`src/rtl/chr_pkg.sv`:
```
// Shared types and constants for the connection handshake receiver.
// Used by every module under rtl; no dependencies.
`default_nettype none

package chr_pkg;

    localparam int TIMEOUT_WIDTH_DEF = 32;
    localparam int CFG_INDEX_WIDTH = 3;
    localparam int CFG_DATA_WIDTH = 32;
    localparam int QUEUE_DEPTH = 2;

    localparam logic [CFG_INDEX_WIDTH-1:0] CFG_SYN_CODE   = 3'd0;
    localparam logic [CFG_INDEX_WIDTH-1:0] CFG_ACK_CODE   = 3'd1;
    localparam logic [CFG_INDEX_WIDTH-1:0] CFG_CLOSE_CODE = 3'd2;
    localparam logic [CFG_INDEX_WIDTH-1:0] CFG_DATA_CODE  = 3'd3;
    localparam logic [CFG_INDEX_WIDTH-1:0] CFG_TIMEOUT    = 3'd4;
    localparam logic [CFG_INDEX_WIDTH-1:0] CFG_START_SEQ  = 3'd5;

    typedef enum logic [1:0] {
        OP_LISTEN = 2'd0,
        OP_ACCEPT = 2'd1,
        OP_BYTE   = 2'd2,
        OP_TICK   = 2'd3
    } op_t;

    typedef enum logic [2:0] {
        LS_CLOSED = 3'd0,
        LS_LISTEN = 3'd1,
        LS_SYNRCV = 3'd2,
        LS_PEND   = 3'd3,
        LS_OPEN   = 3'd4
    } link_t;

    typedef enum logic [2:0] {
        KIND_PAY   = 3'd0,
        KIND_ACK   = 3'd1,
        KIND_SYN   = 3'd2,
        KIND_CLOSE = 3'd3,
        KIND_STAT  = 3'd4
    } kind_t;

    typedef enum logic [1:0] {
        ST_OK      = 2'd0,
        ST_BAD     = 2'd1,
        ST_TIMEOUT = 2'd2
    } status_t;

    typedef struct packed {
        logic [7:0]  syn_code;
        logic [7:0]  ack_code;
        logic [7:0]  close_code;
        logic [7:0]  data_code;
        logic [31:0] timeout_ticks;
        logic [7:0]  start_seq;
    } cfg_t;

    typedef struct packed {
        op_t        operation;
        logic [7:0] src_node;
        logic [7:0] rx_byte;
        logic       first_byte;
        logic       last_byte;
    } item_t;

    typedef struct packed {
        kind_t      kind;
        logic [7:0] value;
        status_t    status;
    } emit_t;

    typedef struct packed {
        kind_t      kind;
        logic [7:0] value;
        status_t    status;
        link_t      conn_state;
        logic [7:0] peer_node;
        logic [7:0] peer_port;
        logic [7:0] peer_ack;
        logic       final_result;
    } res_t;

endpackage

`default_nettype wire

```
`src/rtl/chr_cfg.sv`:
```
// Configuration register file for the handshake receiver.
// Depends on chr_pkg.
`default_nettype none

module chr_cfg (
    input  wire logic                                  clk,
    input  wire logic                                  rst_n,
    input  wire logic                                  wr_en,
    input  wire logic [chr_pkg::CFG_INDEX_WIDTH-1:0]   wr_index,
    input  wire logic [chr_pkg::CFG_DATA_WIDTH-1:0]    wr_data,
    output chr_pkg::cfg_t                              cfg
);

    chr_pkg::cfg_t cfg_reg;

    always_ff @(posedge clk or negedge rst_n)
    begin
        if (!rst_n)
        begin
            cfg_reg.syn_code      <= 8'd1;
            cfg_reg.ack_code      <= 8'd2;
            cfg_reg.close_code    <= 8'd3;
            cfg_reg.data_code     <= 8'd4;
            cfg_reg.timeout_ticks <= 32'd1000;
            cfg_reg.start_seq     <= 8'd0;
        end
        else if (wr_en)
        begin
            unique case (wr_index)
                chr_pkg::CFG_SYN_CODE:   cfg_reg.syn_code      <= wr_data[7:0];
                chr_pkg::CFG_ACK_CODE:   cfg_reg.ack_code      <= wr_data[7:0];
                chr_pkg::CFG_CLOSE_CODE: cfg_reg.close_code    <= wr_data[7:0];
                chr_pkg::CFG_DATA_CODE:  cfg_reg.data_code     <= wr_data[7:0];
                chr_pkg::CFG_TIMEOUT:    cfg_reg.timeout_ticks <= wr_data[31:0];
                chr_pkg::CFG_START_SEQ:  cfg_reg.start_seq     <= wr_data[7:0];
                default: ;
            endcase
        end
    end

    assign cfg = cfg_reg;

endmodule

`default_nettype wire

```
`src/rtl/chr_engine.sv`:
```
// Connection state registers and the single-pass step logic for one item.
// Depends on chr_pkg.
`default_nettype none

module chr_engine #(
    parameter int TIMEOUT_WIDTH = chr_pkg::TIMEOUT_WIDTH_DEF
) (
    input  wire logic        clk,
    input  wire logic        rst_n,
    input  chr_pkg::cfg_t    cfg,
    input  chr_pkg::item_t   item,
    input  wire logic        fire,
    output logic [1:0]       res_cnt,
    output chr_pkg::res_t    res0,
    output chr_pkg::res_t    res1
);

    localparam int CW = (TIMEOUT_WIDTH > 32) ? TIMEOUT_WIDTH : 32;

    chr_pkg::link_t           link_reg, link_next;
    logic [7:0]               addr_reg, addr_next;
    logic [7:0]               seq_reg, seq_next;
    logic [7:0]               port_reg, port_next;
    logic [7:0]               rack_reg, rack_next;
    logic                     aw_reg, aw_next;
    logic [TIMEOUT_WIDTH-1:0] wc_reg, wc_next;
    logic [1:0]               bp_reg, bp_next;
    logic [7:0]               ct_reg, ct_next;
    logic [7:0]               cs_reg, cs_next;
    logic [7:0]               c3_reg, c3_next;
    logic                     sok_reg, sok_next;

    chr_pkg::emit_t           em [2];
    logic [1:0]               n;
    logic                     from_remote;
    logic                     active;
    logic [1:0]               idx;
    chr_pkg::link_t           lnk;
    logic [TIMEOUT_WIDTH-1:0] wc_tick;

    always_comb
    begin
        link_next   = link_reg;
        addr_next   = addr_reg;
        seq_next    = seq_reg;
        port_next   = port_reg;
        rack_next   = rack_reg;
        aw_next     = aw_reg;
        wc_next     = wc_reg;
        bp_next     = bp_reg;
        ct_next     = ct_reg;
        cs_next     = cs_reg;
        c3_next     = c3_reg;
        sok_next    = sok_reg;
        n           = 2'd0;
        em[0]       = '{kind: chr_pkg::KIND_STAT, value: 8'd0, status: chr_pkg::ST_OK};
        em[1]       = '{kind: chr_pkg::KIND_STAT, value: 8'd0, status: chr_pkg::ST_OK};
        from_remote = (item.src_node == addr_reg);
        active      = 1'b0;
        idx         = 2'd0;
        lnk         = link_reg;
        wc_tick     = wc_reg;

        unique case (item.operation)
            chr_pkg::OP_LISTEN:
            begin
                if (link_reg == chr_pkg::LS_CLOSED)
                begin
                    link_next = chr_pkg::LS_LISTEN;
                    em[n[0]] = '{kind: chr_pkg::KIND_STAT, value: 8'd0,
                                 status: chr_pkg::ST_OK};
                end
                else
                begin
                    em[n[0]] = '{kind: chr_pkg::KIND_STAT, value: 8'd0,
                                 status: chr_pkg::ST_BAD};
                end
                n = n + 2'd1;
            end
            chr_pkg::OP_ACCEPT:
            begin
                if (link_reg == chr_pkg::LS_SYNRCV)
                begin
                    em[0] = '{kind: chr_pkg::KIND_ACK, value: seq_reg,
                              status: chr_pkg::ST_OK};
                    em[1] = '{kind: chr_pkg::KIND_SYN, value: cfg.start_seq,
                              status: chr_pkg::ST_OK};
                    n = 2'd2;
                    link_next = chr_pkg::LS_PEND;
                    aw_next   = 1'b1;
                    wc_next   = '0;
                end
                else
                begin
                    em[0] = '{kind: chr_pkg::KIND_STAT, value: 8'd0,
                              status: chr_pkg::ST_BAD};
                    n = 2'd1;
                end
            end
            chr_pkg::OP_BYTE:
            begin
                if (item.first_byte)
                begin
                    active   = 1'b1;
                    idx      = 2'd0;
                    ct_next  = item.rx_byte;
                    cs_next  = 8'd0;
                    c3_next  = 8'd0;
                    sok_next = 1'b0;
                end
                else if (bp_reg != 2'd0)
                begin
                    active = 1'b1;
                    idx    = bp_reg;
                end
                if (active)
                begin
                    if (idx == 2'd1)
                    begin
                        cs_next = item.rx_byte;
                    end
                    if (idx == 2'd2)
                    begin
                        c3_next = item.rx_byte;
                    end
                    if (item.last_byte)
                    begin
                        bp_next = 2'd0;
                    end
                    else if (idx == 2'd3)
                    begin
                        bp_next = 2'd3;
                    end
                    else
                    begin
                        bp_next = idx + 2'd1;
                    end
                    // in-order data while open
                    if (link_reg == chr_pkg::LS_OPEN && from_remote
                        && ct_next == cfg.data_code)
                    begin
                        if (idx == 2'd1 && item.rx_byte == seq_reg + 8'd1)
                        begin
                            seq_next = item.rx_byte;
                            sok_next = 1'b1;
                        end
                        if (idx >= 2'd2 && sok_next)
                        begin
                            em[n[0]] = '{kind: chr_pkg::KIND_PAY, value: item.rx_byte,
                                         status: chr_pkg::ST_OK};
                            n = n + 2'd1;
                        end
                    end
                    if (item.last_byte)
                    begin
                        unique case (link_reg)
                            chr_pkg::LS_LISTEN:
                            begin
                                if (ct_next == cfg.syn_code)
                                begin
                                    addr_next = item.src_node;
                                    seq_next  = cs_next;
                                    port_next = c3_next;
                                    link_next = chr_pkg::LS_SYNRCV;
                                end
                            end
                            chr_pkg::LS_SYNRCV:
                            begin
                                if (idx == 2'd1 && from_remote
                                    && ct_next == cfg.close_code)
                                begin
                                    link_next = chr_pkg::LS_CLOSED;
                                end
                            end
                            chr_pkg::LS_PEND:
                            begin
                                if (from_remote)
                                begin
                                    if (ct_next == cfg.ack_code)
                                    begin
                                        lnk = chr_pkg::LS_OPEN;
                                    end
                                    if (ct_next == cfg.close_code)
                                    begin
                                        lnk = chr_pkg::LS_CLOSED;
                                    end
                                    link_next = lnk;
                                    if (aw_reg && lnk == chr_pkg::LS_OPEN)
                                    begin
                                        aw_next = 1'b0;
                                        wc_next = '0;
                                        em[0] = '{kind: chr_pkg::KIND_STAT, value: 8'd0,
                                                  status: chr_pkg::ST_OK};
                                        n = 2'd1;
                                    end
                                    else if (aw_reg && lnk == chr_pkg::LS_CLOSED)
                                    begin
                                        aw_next = 1'b0;
                                        wc_next = '0;
                                        em[0] = '{kind: chr_pkg::KIND_CLOSE, value: 8'd0,
                                                  status: chr_pkg::ST_OK};
                                        em[1] = '{kind: chr_pkg::KIND_STAT, value: 8'd0,
                                                  status: chr_pkg::ST_BAD};
                                        n = 2'd2;
                                    end
                                end
                            end
                            chr_pkg::LS_OPEN:
                            begin
                                if (from_remote)
                                begin
                                    if (ct_next == cfg.close_code)
                                    begin
                                        link_next = chr_pkg::LS_CLOSED;
                                    end
                                    if (ct_next == cfg.ack_code)
                                    begin
                                        rack_next = cs_next;
                                    end
                                    if (ct_next == cfg.data_code)
                                    begin
                                        em[n[0]] = '{kind: chr_pkg::KIND_ACK,
                                                     value: seq_next,
                                                     status: chr_pkg::ST_OK};
                                        n = n + 2'd1;
                                    end
                                end
                            end
                            default: ;
                        endcase
                    end
                end
            end
            chr_pkg::OP_TICK:
            begin
                if (aw_reg && link_reg == chr_pkg::LS_PEND)
                begin
                    if (wc_reg != '1)
                    begin
                        wc_tick = wc_reg + TIMEOUT_WIDTH'(1);
                    end
                    wc_next = wc_tick;
                    if (CW'(wc_tick) > CW'(cfg.timeout_ticks))
                    begin
                        link_next = chr_pkg::LS_CLOSED;
                        aw_next   = 1'b0;
                        wc_next   = '0;
                        em[0] = '{kind: chr_pkg::KIND_CLOSE, value: 8'd0,
                                  status: chr_pkg::ST_OK};
                        em[1] = '{kind: chr_pkg::KIND_STAT, value: 8'd0,
                                  status: chr_pkg::ST_TIMEOUT};
                        n = 2'd2;
                    end
                end
            end
        endcase
    end

    always_comb
    begin
        res0 = '{kind: em[0].kind, value: em[0].value, status: em[0].status,
                 conn_state: link_next, peer_node: addr_next, peer_port: port_next,
                 peer_ack: rack_next, final_result: (n == 2'd1)};
        res1 = '{kind: em[1].kind, value: em[1].value, status: em[1].status,
                 conn_state: link_next, peer_node: addr_next, peer_port: port_next,
                 peer_ack: rack_next, final_result: (n == 2'd2)};
    end

    assign res_cnt = n;

    always_ff @(posedge clk or negedge rst_n)
    begin
        if (!rst_n)
        begin
            link_reg <= chr_pkg::LS_CLOSED;
            addr_reg <= 8'd0;
            seq_reg  <= 8'd0;
            port_reg <= 8'd0;
            rack_reg <= 8'd0;
            aw_reg   <= 1'b0;
            wc_reg   <= '0;
            bp_reg   <= 2'd0;
            ct_reg   <= 8'd0;
            cs_reg   <= 8'd0;
            c3_reg   <= 8'd0;
            sok_reg  <= 1'b0;
        end
        else if (fire)
        begin
            link_reg <= link_next;
            addr_reg <= addr_next;
            seq_reg  <= seq_next;
            port_reg <= port_next;
            rack_reg <= rack_next;
            aw_reg   <= aw_next;
            wc_reg   <= wc_next;
            bp_reg   <= bp_next;
            ct_reg   <= ct_next;
            cs_reg   <= cs_next;
            c3_reg   <= c3_next;
            sok_reg  <= sok_next;
        end
    end

endmodule

`default_nettype wire

```
`src/rtl/chr_res_q.sv`:
```
// Two-entry result queue: takes up to two results per cycle, hands out one.
// Depends on chr_pkg.
`default_nettype none

module chr_res_q (
    input  wire logic       clk,
    input  wire logic       rst_n,
    input  wire logic [1:0] push_cnt,
    input  chr_pkg::res_t   push0,
    input  chr_pkg::res_t   push1,
    input  wire logic       pop,
    output logic [1:0]      free,
    output logic            head_valid,
    output chr_pkg::res_t   head
);

    chr_pkg::res_t ent_reg [chr_pkg::QUEUE_DEPTH];
    chr_pkg::res_t ent_next [chr_pkg::QUEUE_DEPTH];
    logic [1:0]    cnt_reg, cnt_next;
    logic [1:0]    rem;

    always_comb
    begin
        rem         = cnt_reg - {1'b0, pop};
        ent_next[0] = pop ? ent_reg[1] : ent_reg[0];
        ent_next[1] = ent_reg[1];
        if (rem == 2'd0)
        begin
            if (push_cnt != 2'd0)
            begin
                ent_next[0] = push0;
            end
            if (push_cnt == 2'd2)
            begin
                ent_next[1] = push1;
            end
        end
        else if (rem == 2'd1)
        begin
            if (push_cnt != 2'd0)
            begin
                ent_next[1] = push0;
            end
        end
        cnt_next = rem + push_cnt;
    end

    assign free       = 2'd2 - cnt_reg + {1'b0, pop};
    assign head_valid = (cnt_reg != 2'd0);
    assign head       = ent_reg[0];

    always_ff @(posedge clk or negedge rst_n)
    begin
        if (!rst_n)
        begin
            cnt_reg <= 2'd0;
        end
        else
        begin
            cnt_reg <= cnt_next;
        end
    end

    always_ff @(posedge clk)
    begin
        ent_reg[0] <= ent_next[0];
        ent_reg[1] <= ent_next[1];
    end

endmodule

`default_nettype wire

```
`src/rtl/connection_handshake_receiver.sv`:
```
// Flow: an item is registered on accept and fires once the result queue has room for all
// its results, which the queue registers and offers on out_valid. Throughput: one item
// per cycle while items give at most one result and out_ready holds; two results leave
// one at a time through the single-entry output port of the queue.
// Reset: async active-low; link closed, records cleared, config regs to defaults.
// Depends on chr_pkg, chr_cfg, chr_engine, chr_res_q.
`default_nettype none

module connection_handshake_receiver #(
    parameter int TIMEOUT_WIDTH = chr_pkg::TIMEOUT_WIDTH_DEF
) (
    input  wire logic                                clk,
    input  wire logic                                rst_n,
    input  wire logic                                cfg_valid,
    output logic                                     cfg_ready,
    input  wire logic [chr_pkg::CFG_INDEX_WIDTH-1:0] cfg_index,
    input  wire logic [chr_pkg::CFG_DATA_WIDTH-1:0]  cfg_data,
    input  wire logic                                in_valid,
    output logic                                     in_ready,
    input  wire logic [1:0]                          operation,
    input  wire logic [7:0]                          src_node,
    input  wire logic [7:0]                          rx_byte,
    input  wire logic                                first_byte,
    input  wire logic                                last_byte,
    output logic                                     out_valid,
    input  wire logic                                out_ready,
    output logic [2:0]                               kind,
    output logic [7:0]                               value,
    output logic [1:0]                               status,
    output logic [2:0]                               conn_state,
    output logic [7:0]                               peer_node,
    output logic [7:0]                               peer_port,
    output logic [7:0]                               peer_ack,
    output logic                                     final_result
);

    chr_pkg::cfg_t  cfg;
    chr_pkg::item_t item_reg;
    logic           inv_reg;
    logic           fire;
    logic [1:0]     res_cnt;
    chr_pkg::res_t  res0, res1;
    logic [1:0]     free;
    logic           pop;
    chr_pkg::res_t  head;

    assign cfg_ready = 1'b1;

    chr_cfg u_cfg (
        .clk      (clk),
        .rst_n    (rst_n),
        .wr_en    (cfg_valid),
        .wr_index (cfg_index),
        .wr_data  (cfg_data),
        .cfg      (cfg)
    );

    assign fire     = inv_reg && (res_cnt <= free);
    assign in_ready = !inv_reg || fire;
    assign pop      = out_valid && out_ready;

    always_ff @(posedge clk or negedge rst_n)
    begin
        if (!rst_n)
        begin
            inv_reg <= 1'b0;
        end
        else if (in_ready)
        begin
            inv_reg <= in_valid;
        end
    end

    always_ff @(posedge clk or negedge rst_n)
    begin
        if (!rst_n)
        begin
            item_reg <= '0;
        end
        else if (in_ready && in_valid)
        begin
            item_reg.operation  <= chr_pkg::op_t'(operation);
            item_reg.src_node   <= src_node;
            item_reg.rx_byte    <= rx_byte;
            item_reg.first_byte <= first_byte;
            item_reg.last_byte  <= last_byte;
        end
    end

    chr_engine #(
        .TIMEOUT_WIDTH (TIMEOUT_WIDTH)
    ) u_engine (
        .clk     (clk),
        .rst_n   (rst_n),
        .cfg     (cfg),
        .item    (item_reg),
        .fire    (fire),
        .res_cnt (res_cnt),
        .res0    (res0),
        .res1    (res1)
    );

    chr_res_q u_res_q (
        .clk        (clk),
        .rst_n      (rst_n),
        .push_cnt   (fire ? res_cnt : 2'd0),
        .push0      (res0),
        .push1      (res1),
        .pop        (pop),
        .free       (free),
        .head_valid (out_valid),
        .head       (head)
    );

    assign kind         = head.kind;
    assign value        = head.value;
    assign status       = head.status;
    assign conn_state   = head.conn_state;
    assign peer_node    = head.peer_node;
    assign peer_port    = head.peer_port;
    assign peer_ack     = head.peer_ack;
    assign final_result = head.final_result;

endmodule

`default_nettype wire
```
`config.mk`:
```
export PLATFORM = sky130hd
export DESIGN_NAME = connection_handshake_receiver
export DESIGN_NICKNAME = d
export VERILOG_FILES = /design/src/rtl/chr_pkg.sv /design/src/rtl/chr_cfg.sv /design/src/rtl/chr_engine.sv /design/src/rtl/chr_res_q.sv /design/src/rtl/connection_handshake_receiver.sv
export SDC_FILE = /design/constraint.sdc
export NUM_CORES = 1
export LEC_CHECK = 0
export BUFFER_PORTS_ARGS = -buffer_cell sky130_fd_sc_hd__buf_4
export CORE_MARGIN = 2
export CORE_UTILIZATION = 40
export CTS_CLUSTER_DIAMETER = 40
export DETAILED_ROUTE_END_ITERATION = 8
export GPL_TIMING_DRIVEN = 0
export PLACE_DENSITY = 0.6
export SETUP_SLACK_MARGIN = 0.1
export SYNTH_ARGS = -nofsm -noshare
export SYNTH_HDL_FRONTEND = slang
export SYNTH_HIERARCHICAL = 1
export SYNTH_SLANG_ARGS = --single-unit
```
`constraint.sdc`:
```
create_clock -name clk -period 22.8 [get_ports clk]
set_input_delay 6.84 -clock clk [delete_from_list [all_inputs] [get_ports clk]]
set_output_delay 6.84 -clock clk [all_outputs]
set_load 0.02 [all_outputs]
```
==> results.cfg <==
[timing]
hold_violations = 0
worst_clock_skew_on_the_final_layout_ns = 0.0268
tightest_slew_ns = 1.05
timing.final.crit_period_ns = 15.75
post_route_setup_tns_ns = 0
final_critical_path_setup_slack_ns = 7.05
maxClockFrequency_mhz = 63.5
total_of_endpoints_with_negative_setup_slack_in_the_final_report = 0
period_share_pct = 69.1
grt_setup_unrepaired = no
max-slew-margin-rel_pct = 29.9
timing_max_transition_violations_final = 0

[layout]
final_nets = 1773
final_core_util_pct = 48.2
ratio_of_cells_with_drive_above_1_in_the_final_layout_pct = 30.8
commonest_cells_after_routing_fill_and_taps_aside = sky130_fd_sc_hd__mux2_2 (180), sky130_fd_sc_hd__dfrtp_1 (179), sky130_fd_sc_hd__buf_4 (175)
final-instance-count-excl-fill = 2237
final_common_cell = sky130_fd_sc_hd__mux2_2
syn2layout_area_growth_pct = 19.4
number_of_flip_flops_in_the_largest_register = 82
count_of_antenna_diodes_in_the_layout = 0

[floorplanning]
floorplan.core_area_um2 = 39500
die_w_um = 204
die-height_um = 204
rows = 73
die-area_um2 = 41500
number_of_primary_i_o_pins = 104
initial_utilization_pct = 40.3

[logic_synthesis]
synth_area_um2 = 16000
yosysSeqAreaShare_pct = 42.7
avgSynthCellArea_um2 = 10.5
netlist.top_cell.by_area = sky130_fd_sc_hd__dfrtp_1
netlist_top_cells_area = sky130_fd_sc_hd__dfrtp_1 (28%), sky130_fd_sc_hd__mux2_2 (13%), sky130_fd_sc_hd__edfxtp_1 (7.7%)
synth_edf_count = 41
synth_top_flop_cell = sky130_fd_sc_hd__dfrtp_1
netlist-cell-type-count = 82
synthCells = 1516
synth.top_cell.area_share_pct = 28.1
syn-num-nets = 1617
ffs_w_async_s_r_synth_pct = 69.9
yosysWarnings = 6
ys_seq_elements = 272

[global_routing]
grt_pass1_vias = 12022
grt.total_usage_pct = 19.6
globalRouteOverflowTotal = 0
grt_start_max_net_pins = 108
antenna_found_initial = 0
global_route_wire_length_before_repair_um = 64500

[clocking]
tritoncts = done
root_buffer_cell = sky130_fd_sc_hd__clkbuf_16
clock_buffer_count_from_cts = 49
postCtsSetupRepairBufs = 0
clock_latency_ns = 0.57
h-tree-depth = 2
post_cts.resized_instances = 0
clkSinkCount = 272
cts_buffer_depth = 3
ctsHoldBuffers = 0
clk_pin_slew_worst_paths_ns = 0.06

[setup_path]
path_max_fanout = 10
worstPathArrival_ns = 8.91
worstSetupStartpointType = input pin
kind_of_critical_path = input pin to output pin
cp.required_ns = 15.96
endpoint_kind = output pin

[placement]
io_buffers = 101
pre_cts_ws_ns = 7.03
gpl.final_weighted_congestion = 0.889
post-place-cells = 2146
detailedPlacementHpwl_um = 29000

[power_and_ir_drop]
power_density_nw_per_um2 = 130
power_leakage_nw = 8.16
irDropWorstVdd_uv = 73.0

[min_path]
timing.hold.worst.class = flop to flop

[routing]
drt-total-wl_um = 40300
avgRoutedWirePerCell_um = 18.0
initialDrtViolationCount = 708
drt_drc_violations_left = 0
firstDrtPassIters = 6
route.vias.total = 11896
per_cell_via_count_in_the_routed_design = 5.32
ant_nets = 0

[flow_run]
drv.max_cap_violation_count = 0

[run_status]
outcome = finished clean
[metrics by stage]
step | area [um^2] | power [mW] | hold WS [ns]
after floorplan | 16000 | 1.46 | 0.442
after global placement | 17400 | 1.74 | 0.455
after detailed placement | 17500 | 1.78 | 0.464
after CTS | 19100 | 2.49 | 0.478
after global routing | 19100 | 2.61 | 0.499
final | 19100 | 2.47 | 0.477
[critical path, stage by stage]
cell and delay, ns:
sky130_fd_sc_hd__buf_4 0.08, sky130_fd_sc_hd__and2_1 0.18, sky130_fd_sc_hd__buf_6 0.16, sky130_fd_sc_hd__buf_6 0.19, sky130_fd_sc_hd__inv_1 0.07, sky130_fd_sc_hd__ha_1 0.35
sky130_fd_sc_hd__inv_1 0.20, sky130_fd_sc_hd__ha_1 0.27, sky130_fd_sc_hd__nand2_1 0.14, sky130_fd_sc_hd__o211a_4 0.20, sky130_fd_sc_hd__inv_1 0.07, sky130_fd_sc_hd__buf_4 0.16
[layer usage]
metal,vias to the layer above,GRT usage (%),part of all wire (%)
met5,-,0,0
met2,310,33.8,49
li1,5706,-,-
met1,5806,24.8,43
met3,74,3.02,4.7
met4,0,7.43,2.8
[power by group]
group | leakage (nW) | switching [mW] | total (mW) | internal, mW
sequential | 3.10 | 0.0798 | 0.728 | 0.648
combinational | 4.30 | 0.577 | 1.04 | 0.461
clock | 0.758 | 0.265 | 0.703 | 0.438
total | 8.16 | 0.922 | 2.47 | 1.55
[area by class of cell]
class / count / area, um^2
Multi-Input combinational cell: 1022 / 7890
Timing Repair Buffer: 105 / 838
Sequential cell: 272 / 6820
Clock buffer: 55 / 1260
Inverter: 62 / 233
Clock inverter: 36 / 333
Buffer: 160 / 1030
Fill cell: 3645 / 20500
Tap cell: 525 / 657
[Yosys cell counts (all sizes together), types with 28 or more instances]
cell type  count
nand2b        28
dfxtp         41
dfrtp        179
edfxtp        41
mux2         216
xnor2         66
nand2        121
ha            41
buf          109
nor2          81
o21ai         84
a21oi         47
clkbuf        51
inv           62
nand3         31
[cells by family (layout without fill, tap and decap cells)]
| family | Yosys count | in the layout | share of synthesized area [%] |
|---|---|---|---|
| simple gates | 386 | 386 | 12.5 |
| compound gates | 277 | 277 | 12.3 |
| buf+inv | 222 | 418 | 7.90 |
| flops | 272 | 272 | 42.7 |
| other cells | 2 | 2 | 0.0471 |
| xor+xnor | 82 | 82 | 4.50 |
| mux | 234 | 234 | 16.8 |
| fa+ha+maj | 41 | 41 | 3.21 |
[path summary, 6_finish.rpt]
check | from | to | slack, ns | cells after the start
min in group asynchronous | rst_n | u_cfg/cfg[26] | 6.32 | 1
max in group asynchronous | rst_n | u_engine/addr_reg[1] | 15.54 | 2
hold reg to reg | u_engine/cs_reg[1] | u_engine/cs_reg[1] | 0.48 | 2
setup reg to reg | u_engine/wc_reg[20] | u_engine/wc_reg[30] | 14.50 | 28
hold / removal | u_engine/cs_reg[1] | u_engine/cs_reg[1] | 0.48 | 2
setup / recovery | out_ready | in_ready | 7.05 | 12
Power figures use the tool's default switching activity.
